`config.mk`:
```
export PLATFORM = sky130hd
export DESIGN_NAME = igtb_ram
export DESIGN_NICKNAME = d
export VERILOG_FILES = /design/src/hw/rtl/interval_group_table_tree_builder_assert.svh /design/src/hw/rtl/igtb_ram.sv
export SDC_FILE = /design/constraint.sdc
export NUM_CORES = 1
export LEC_CHECK = 0
export BUFFER_PORTS_ARGS = -buffer_cell sky130_fd_sc_hd__buf_2
export CAP_MARGIN = 5
export CORE_MARGIN = 2
export CORE_UTILIZATION = 30
export DETAILED_ROUTE_END_ITERATION = 8
export PLACE_DENSITY = 0.51
export SETUP_SLACK_MARGIN = 0.1
export SKIP_CTS_REPAIR_TIMING = 1
export SYNTH_ARGS = -nofsm -noshare
export SYNTH_HDL_FRONTEND = slang
export SYNTH_SLANG_ARGS = --single-unit
```
`constraint.sdc`:
```
create_clock -name clk_i -period 1.75 [get_ports clk_i]
set_input_delay 0.175 -clock clk_i [delete_from_list [all_inputs] [get_ports clk_i]]
set_output_delay 0.175 -clock clk_i [all_outputs]
set_load 0.05 [all_outputs]
```
`src/hw/rtl/interval_group_table_tree_builder_assert.svh`:
```
// Assertion macros for the group table tree builder; clocked on clk_i, quiet in reset.
`ifndef INTERVAL_GROUP_TABLE_TREE_BUILDER_ASSERT_SVH
`define INTERVAL_GROUP_TABLE_TREE_BUILDER_ASSERT_SVH
`ifndef NO_ASSERTIONS
`define IGTB_ASSERT_IMP(label, ante, cons, msg) \
  label: assert property (@(posedge clk_i) disable iff (!rst_ni) (ante) |-> (cons)) \
    else $error(msg);
`define IGTB_ASSERT_NXT(label, ante, cons, msg) \
  label: assert property (@(posedge clk_i) disable iff (!rst_ni) (ante) |=> (cons)) \
    else $error(msg);
`else
`define IGTB_ASSERT_IMP(label, ante, cons, msg)
`define IGTB_ASSERT_NXT(label, ante, cons, msg)
`endif
`endif

```
`src/hw/rtl/igtb_ram.sv`:
```
// Generic single-write, single-read RAM with registered read data.
`default_nettype none
module igtb_ram #(
  parameter int WIDTH = 8,
  parameter int DEPTH = 64
) (
  input  wire logic                     clk_i,
  input  wire logic                     we_i,
  input  wire logic [$clog2(DEPTH)-1:0] waddr_i,
  input  wire logic [WIDTH-1:0]         wdata_i,
  input  wire logic [$clog2(DEPTH)-1:0] raddr_i,
  output logic      [WIDTH-1:0]         rdata_o
);
  logic [WIDTH-1:0] mem_q [DEPTH];

  always_ff @(posedge clk_i) begin
    if (we_i) begin
      mem_q[waddr_i] <= wdata_i;
    end
    rdata_o <= mem_q[raddr_i];
  end
endmodule
`default_nettype wire

```
==> results of run 1 <==
==> worst register-to-register path: stages (launching register included) <==
cell,delay [ns]
edfxtp_1,0.35
mux4_2,0.49
mux2_4,0.30
o221a_4,0.26
nor3_2,0.11
buf_4,0.19
o32ai_4,0.09
==> cell families after synthesis <==
logic type	synth area share (%)
DFF	77.0
muxes	15.9
buffers and inverters	1.57
and+or+nand+nor	3.39
AOI/OAI and AO/OA	2.07
==> worst paths after layout <==
path                                from            endpoint
setup / recovery  mem_q[21][4]$_DFFE_PP_  rdata_o[4]$_DFF_P_
setup reg to reg  mem_q[21][4]$_DFFE_PP_  rdata_o[4]$_DFF_P_
hold reg to reg   mem_q[33][7]$_DFFE_PP_  rdata_o[7]$_DFF_P_
hold / removal                raddr_i[5]  rdata_o[5]$_DFF_P_
==> routing by layer <==
layer  vias to the layer above  track usage, %  wire length [um]  share of wire (%)
met5                         -               0                 7              0.014
met4                         2            3.83               958                1.9
met3                        75            2.75              2520                5.1
met2                       240            22.5             23000                 47
met1                      5420            20.3             22700                 46
li1                       4378               -                 -                  -
==> final cells by class <==
type	count	area (um2)	share of cell area, %
clock buffer	69	1450	5.91
clock inverter	21	184	0.750
multi-input combinational	369	4500	18.4
sequential	520	15500	63.4
tap	873	1090	4.46
timing repair buffer	219	1750	7.15
==> cell usage after synthesis (3+ instances only) <==
master / number / area, um2
nand3b_1: 3 / 22.5
o2bb2ai_1: 3 / 26.3
a221oi_1: 6 / 52.6
dfxtp_1: 8 / 160
mux2_2: 13 / 146
a211oi_1: 4 / 30.0
nor3_1: 7 / 35.0
buf_6: 4 / 45.0
mux4_2: 126 / 2840
nand3_1: 13 / 65.1
nand2_1: 19 / 71.3
a22oi_1: 3 / 22.5
buf_1: 4 / 15.0
clkbuf_1: 17 / 63.8
o22ai_1: 8 / 50.1
o221ai_1: 8 / 70.1
a21oi_1: 3 / 15.0
mux2i_1: 23 / 230
nor2b_1: 14 / 87.6
nor2_1: 83 / 312
edfxtp_1: 512 / 15400
buf_4: 13 / 97.6
o2111ai_1: 3 / 26.3
buf_2: 11 / 55.1
nand2b_1: 7 / 43.8
==> layout by cell type, fill, tap and decap left out, types with 4 or more instances in the layout <==
| master | netlist | layout |
|---|---|---|
| buf_4 | 13 | 178 |
| nand3_1 | 13 | 13 |
| mux4_2 | 126 | 126 |
| edfxtp_1 | 512 | 512 |
| dfxtp_1 | 8 | 8 |
| clkbuf_16 | 0 | 55 |
| buf_12 | 2 | 13 |
| clkinv_1 | 0 | 8 |
| nand2_1 | 19 | 18 |
| buf_2 | 11 | 26 |
| clkbuf_1 | 17 | 12 |
| nor2_1 | 83 | 80 |
| o22ai_1 | 8 | 8 |
| o221ai_1 | 8 | 7 |
| mux2_2 | 13 | 10 |
| clkinv_2 | 0 | 6 |
| nor2b_1 | 14 | 14 |
| mux2i_1 | 23 | 23 |
| a211oi_1 | 4 | 4 |
| nand2b_1 | 7 | 7 |
| nor3_2 | 0 | 6 |
==> stage by stage <==
step	worst slack (ns)	power, mW	setup TNS [ns]
5_1_grt	-0.217	27.1	-0.992
4_1_cts	-0.259	26.5	-1.35
3_5_place_dp	-0.605	15.7	-4.09
3_3_place_gp	-0.550	15.7	-3.95
2_1_floorplan	0.0265	14.9	0
6_report	-0.161	26.3	-0.648
==> power breakdown <==
group,switching [mW],total (mW),internal (mW)
registers,0.0417,13.8,13.8
logic,0.979,1.66,0.679
clock network,4.56,10.8,6.22
==> state kept, by name (all words and copies together), names as in the netlist <==
| signal | cells |
|---|---|
| mem_q | 512 |
| rdata_o | 8 |
==> results_dict.tcl, run 1 <==
set metrics [dict create \
    core_um2 66800 \
    worst_pin_slew_ns 0.797 \
    synth_edf_count 512 \
    clockBufferDepth 3 \
    worstPathRequired_ns 2.22 \
    synth.distinct_cells 40 \
    ys_seq_area_share_pct 77.0 \
    path_cells "mux4_2 -> mux2_4 -> o221a_4 -> nor3_2 -> buf_4 -> o32ai_4" \
    reg2reg_depth 6 \
    postPlaceCellArea_um2 22700 \
    hold_viol_final 0 \
    layout.cells.non_filler 2071 \
    slew_violations 0 \
    whs_path_depth 2 \
    clk_pin_slew_ns 0.06 \
    finClkSkew_ns 0.0177 \
    core.rowCount 95 \
    n_fill_cell 6181 \
    ant_nets 0 \
    start_kind "flip-flop" \
    static-leakage-power_nw 7.94 \
    final_core_util_pct 36.7 \
    ioPinCount 30 \
    wl_per_cell_um 23.7 \
    hold_path_class "input pin to flip-flop" \
    outcome "complete, but fails checks" \
    hpwl_um 32400 \
    die_width_um 263 \
    dieArea_um2 69300 \
    period_minus_slack_ns 1.91 \
    dp.cells 1981 \
    diodes 0 \
    avgSynthCellArea_um2 21.5 \
    start_util_pct 30.2 \
    final_area_um2 24500 \
    rsz0062_at_grt "yes" \
    crit_family "multiplexers" \
    synth_warnings 0 \
    violations "setup timing" \
    netlist_area_um2 20200 \
    numCtsBuffers 53 \
    clk_latency_ns 0.60 \
    grt_max_degree 65 \
    cts_sinks 520 \
    grt_antenna_before_repair 2 \
    viasPerCell 4.88 \
    cp.buffers_inverters 1 \
    fmax_ghz 0.523 \
    critPathArrivalTime_ns 2.38 \
    synthFlopType "edfxtp_1" \
    grt_pass1_wl_um 72800 \
    crit_cells 6 \
    crit_slowest_cell "mux4_2" \
    cts_root_buf "clkbuf_16" \
    cts_tree "done" \
    dieHeight_um 263 \
    crit_type "flip-flop to flip-flop" \
    max_slew_margin_pct 46.9 \
    synthCells 940 \
    first_iter_violations 846 \
    numPortBuffers 29 \
    vias 10100 \
    ys_ff_latch 520 \
    p_per_area_nw_per_um2 1070 \
    layout_setup_ws_ns -0.161 \
    setup_viol 6 \
    async_flop_share_pct 0 \
    drive_gt1_share_pct 37.8 \
    gp_congestion 0.785 \
    drc_errors 0 \
    ir_drop_uv 630 \
    max_stage_delay_ns 0.49 \
    cp-end-kind "flip-flop" \
    area_growth_pct 21.6 \
    fin_crit_sh_pct 109 \
    grt_overflow_total 0 \
    crit_fanout 1 \
    reg2reg_setup_slack_ns -0.16 \
    dr.pass1.iters 5 \
    whs_ns 0.0588 \
    track_usage_pct 14.3 \
    synth_fp_nets 962 \
    cap_violations 0 \
    h-tree-depth 2 \
    fin_nets 1185 \
    grt_pass1_vias 10600 \
    totalWireLength_um 49200 \
]
No activity file was read; power rests on OpenSTA's default activity.
==> run 2, diff against run 1 <==
SKIP_LAST_GASP = 1   (was not set)
==> run 2 against run 1 <==
Compared with the run above: the flow still finishes with violations (setup timing); first-iteration DRC count rose by 0.24%; via count decreased by 0.43%; critical path depth did not move; cell count stayed put; final area barely moved; largest cell class unchanged; largest power group unchanged.
==> results_dict.tcl, run 2 (synthesis results as in run 1) <==
set metrics [dict create \
    h-tree-depth 2 \
    crit_slowest_cell "mux4_2" \
    dp.cells 1981 \
    dr.pass1.iters 7 \
    ioPinCount 30 \
    grt_max_degree 65 \
    hold_viol_final 0 \
    start_util_pct 30.2 \
    cp-end-kind "flip-flop" \
    dieHeight_um 263 \
    final_area_um2 24500 \
    ir_drop_uv 631 \
    hold_path_class "input pin to flip-flop" \
    rsz0062_at_grt "yes" \
    grt_antenna_before_repair 2 \
    crit_start "mem_q[21][4]$_DFFE_PP_" \
    clk_latency_ns 0.60 \
    cts_tree "done" \
    hpwl_um 32400 \
    final_cell_mix "512 x edfxtp_1, 178 x buf_4, 126 x mux4_2, 80 x nor2_1, 55 x clkbuf_16" \
    grt_overflow_total 0 \
    max_stage_delay_ns 0.49 \
    wl_per_cell_um 23.8 \
    numCtsBuffers 53 \
    period_minus_slack_ns 1.91 \
    first_iter_violations 848 \
    gp_congestion 0.785 \
    grt_pass1_wl_um 72800 \
    layout_commonest_cell "edfxtp_1" \
    diodes 0 \
    p_per_area_nw_per_um2 1070 \
    crit_type "flip-flop to flip-flop" \
    path_cells "mux4_2 -> mux2_4 -> o221a_4 -> nor3_2 -> buf_4 -> o32ai_4" \
    layout_setup_ws_ns -0.160 \
    violations "setup timing" \
    fmax_ghz 0.524 \
    worstPathRequired_ns 2.22 \
    hp-start "raddr_i[5]" \
    critPathArrivalTime_ns 2.38 \
    drc_errors 0 \
    totalWireLength_um 49200 \
    postPlaceCellArea_um2 22700 \
    crit_fanout 1 \
    numPortBuffers 29 \
    power_mw 26.3 \
    core_um2 66800 \
    top_register "mem_q" \
    grt_pass1_vias 10600 \
    drive_gt1_share_pct 37.6 \
    area_growth_pct 21.5 \
    core.rowCount 95 \
    cap_violations 0 \
    fin_nets 1185 \
    die_width_um 263 \
    layout.cells.non_filler 2071 \
    top_regs "mem_q x512, rdata_o x8" \
    outcome "complete, but fails checks" \
    ant_nets 0 \
    fin_crit_sh_pct 109 \
    largest_register_ff_count 512 \
    cts_root_buf "clkbuf_16" \
    final_core_util_pct 36.7 \
    dieArea_um2 69300 \
    clk_pin_slew_ns 0.06 \
    static-leakage-power_nw 7.93 \
    track_usage_pct 14.3 \
    worst_pin_slew_ns 0.794 \
    regToRegStartpoint "mem_q[21][4]$_DFFE_PP_" \
    slew_violations 0 \
    start_kind "flip-flop" \
    max_slew_margin_pct 47.1 \
    viasPerCell 4.86 \
    vias 10100 \
    setup_viol 6 \
    finClkSkew_ns 0.0186 \
    whs_ns 0.0463 \
    cts_sinks 520 \
    clockBufferDepth 3 \
]
-- run 2: cell count changes in the layout (fill, tap and decap cells not counted) --
cell / delta
nand2_1: +1
nand2_2: -1
nor2_2: +1
nor2_4: -1
nor3_1: +1
nor3_2: -1
o21ai_0: +1
o21ai_1: -1
-- run 2: path summary, 6_finish.rpt --
check / endpoint / slack [ns] / cells past startpoint
min: rdata_o[5]$_DFF_P_ / 0.05 / 2
max reg2reg: rdata_o[4]$_DFF_P_ / -0.16 / 6
max: rdata_o[4]$_DFF_P_ / -0.16 / 6
min reg2reg: rdata_o[7]$_DFF_P_ / 0.90 / 4
-- run 2: layout make-up --
cell class	count	area (um2)
fillers	6183	42300
flip-flops and latches	520	15500
repair buffers	219	1750
multi-input cells	369	4490
clock buffers	69	1450
well taps	873	1090
clock inverters	21	184
-- run 2: critical path, delay by kind of cell, from the launching register on --
kind / cells / cell delay (ns)
muxes: 2 / 0.79
DFF: 1 / 0.35
AOI/OAI and AO/OA: 2 / 0.34
buffers and inverters: 1 / 0.19
and+or+nand+nor: 1 / 0.11
-- run 2: through the flow --
step / setup slack (ns) / setup TNS, ns
after global routing: -0.217 / -1.00
after global placement: -0.550 / -3.95
after detailed placement: -0.605 / -4.09
final: -0.160 / -0.661
after CTS: -0.259 / -1.35
after floorplan: 0.0265 / 0
-- run 2: power by group --
part / leakage (nW) / switching (mW) / internal, mW / total, mW
Combinational: 2.46 / 0.977 / 0.677 / 1.65
Sequential: 4.67 / 0.0417 / 13.8 / 13.8
Clock: 0.798 / 4.56 / 6.22 / 10.8
-- run 2: per-layer routing --
layer	wire (um)	vias up	track usage, %
met4	937	2	3.83
met2	23000	227	22.5
met3	2500	70	2.75
li1	-	4377	-
met5	7	-	0
met1	22700	5395	20.3
==> run 3, diff against run 2 <==
CORE_UTILIZATION = 50   (was 30)
PLACE_DENSITY = 0.74   (was 0.51)
==> run 3 against run 2 <==
Compared with the run above: the run still ends with setup timing left; setup slack improved by 0.017 ns; die area shrank 39%; total power up 0.30%; highest routed layer is now met4.
==> results_dict.tcl, run 3 (synthesis results as in run 1) <==
set metrics [dict create \
    power_frac_seq_pct 52.5 \
    first_iter_violations 1427 \
    regToRegStartpoint "mem_q[21][6]$_DFFE_PP_" \
    fin_crit_sh_pct 108 \
    power_mw 26.3 \
    top_register "mem_q" \
    h-tree-depth 2 \
    viasPerCell 6.05 \
    dieHeight_um 205 \
    max_stage_delay_ns 0.47 \
    layout_commonest_cell "edfxtp_1" \
    grt_max_degree 65 \
    ir_drop_uv 677 \
    clk_latency_ns 0.57 \
    postPlaceCellArea_um2 22100 \
    largest_register_ff_count 512 \
    path_cells "mux4_2 -> mux2_4 -> o221a_4 -> nor3_4 -> o32ai_2" \
    slew_violations 0 \
    drc_errors 0 \
    top_regs "mem_q x512, rdata_o x8" \
    dr.pass1.iters 5 \
    cts_tree "done" \
    hold_path_class "input pin to flip-flop" \
    crit_type "flip-flop to flip-flop" \
    period_minus_slack_ns 1.89 \
    grt_pass1_vias 10400 \
    worstPathRequired_ns 2.21 \
    dieArea_um2 42000 \
    die_width_um 205 \
    clock_power_share_pct 41.6 \
    whs_ns 0.0771 \
    cts_sinks 520 \
    numPortBuffers 29 \
    clockBufferDepth 3 \
    p_per_area_nw_per_um2 1100 \
    intPower_mw 21.0 \
    grt_pass1_wl_um 67300 \
    cp-end-kind "flip-flop" \
    layout.cells.non_filler 1702 \
    crit_slowest_cell "mux4_2" \
    hp-start "wdata_i[6]" \
    regArea_um2 15500 \
    outcome "complete, but fails checks" \
    fin_nets 1158 \
    wl_per_cell_um 26.5 \
    n_fill_cell 2703 \
    static-leakage-power_nw 7.83 \
    grt_overflow_total 0 \
    setup_viol 7 \
    area_growth_pct 18.5 \
    grt_antenna_before_repair 1 \
    final_area_um2 23900 \
    critPathArrivalTime_ns 2.35 \
    layout_setup_ws_ns -0.142 \
    dp.cells 1609 \
    cts_root_buf "clkbuf_16" \
    worst_pin_slew_ns 1.29 \
    final_cell_mix "512 x edfxtp_1, 157 x buf_4, 126 x mux4_2, 79 x nor2_1, 50 x clkbuf_16" \
    start_util_pct 50.8 \
    track_usage_pct 22.2 \
    switching_power_mw 5.37 \
    ant_nets 0 \
    violations "setup timing" \
    pwr-share-comb_pct 5.9 \
    rsz0062_at_grt "yes" \
    fmax_ghz 0.528 \
    hpwl_um 28800 \
    clk_pin_slew_ns 0.06 \
    gp_congestion 0.834 \
    numCtsBuffers 50 \
    core.rowCount 73 \
    finClkSkew_ns 0.0139 \
    max_slew_margin_pct 14.0 \
    totalWireLength_um 45000 \
    multiInputGateArea_um2 4460 \
    vias 10300 \
    hold_viol_final 0 \
    swShare_pct 20.4 \
    core_um2 39700 \
    drive_gt1_share_pct 36.3 \
    crit_start "mem_q[21][6]$_DFFE_PP_" \
    ioPinCount 30 \
    start_kind "flip-flop" \
    crit_fanout 1 \
    cap_violations 0 \
]
## run 3: changes by cell type in the layout (fill, tap and decap cells not counted), sizes merged
cell	change
bufinv	+3
clkbuf	+5
clkinv	-6
diode	+1
buf	-24
## run 3: final timing paths
| kind | end | slack [ns] | cells after the start |
|---|---|---|---|
| min reg2reg | rdata_o[6]$_DFF_P_ | 0.86 | 3 |
| min | mem_q[39][6]$_DFFE_PP_ | 0.08 | 1 |
| max reg2reg | rdata_o[6]$_DFF_P_ | -0.14 | 5 |
| max | rdata_o[6]$_DFF_P_ | -0.14 | 5 |
## run 3: cell type report
| type | instances | share of cell area, % |
|---|---|---|
| diodes | 1 | 0.0105 |
| multi-input cells | 369 | 18.7 |
| clock inverters | 18 | 1.08 |
| well taps | 525 | 2.75 |
| repair buffers | 195 | 6.46 |
| flip-flops and latches | 520 | 65.0 |
| clock buffers | 74 | 5.99 |
## run 3: layer usage
metal  vias to the layer above  global-route usage, %  share of wire, %
li1                       4329                      -                 -
met1                      5354                   31.3                39
met2                       539                   36.3                49
met3                        70                   3.77               9.5
met4                         0                   6.31               2.3
met5                         -                      0                 0
## run 3: power by group through the flow
stage / registers (mW) / clock network, mW / logic [mW]
finish: 13.8 / 10.9 / 1.56
global route: 13.8 / 11.6 / 1.65
CTS: 13.8 / 11.1 / 1.52
detailed placement: 14.1 / 0 / 1.51
global placement: 14.1 / 0 / 1.48
floorplan: 14.2 / 0 / 0.754
## run 3: metrics by stage
step / setup slack, ns / util (%) / setup TNS (ns)
CTS: -0.420 / 59.8 / -1.27
global placement: -0.558 / 55.6 / -3.46
global route: -0.173 / 60.1 / -0.736
finish: -0.142 / 60.1 / -0.401
floorplan: 0.0265 / - / 0
detailed placement: -0.551 / 55.6 / -3.48
## run 3: critical path, delay by kind of cell, from the launching register on
family             cells  cell delay (ns)
AOI/OAI and AO/OA      2             0.38
DFF                    1             0.37
muxes                  2             0.76
and+or+nand+nor        1             0.26
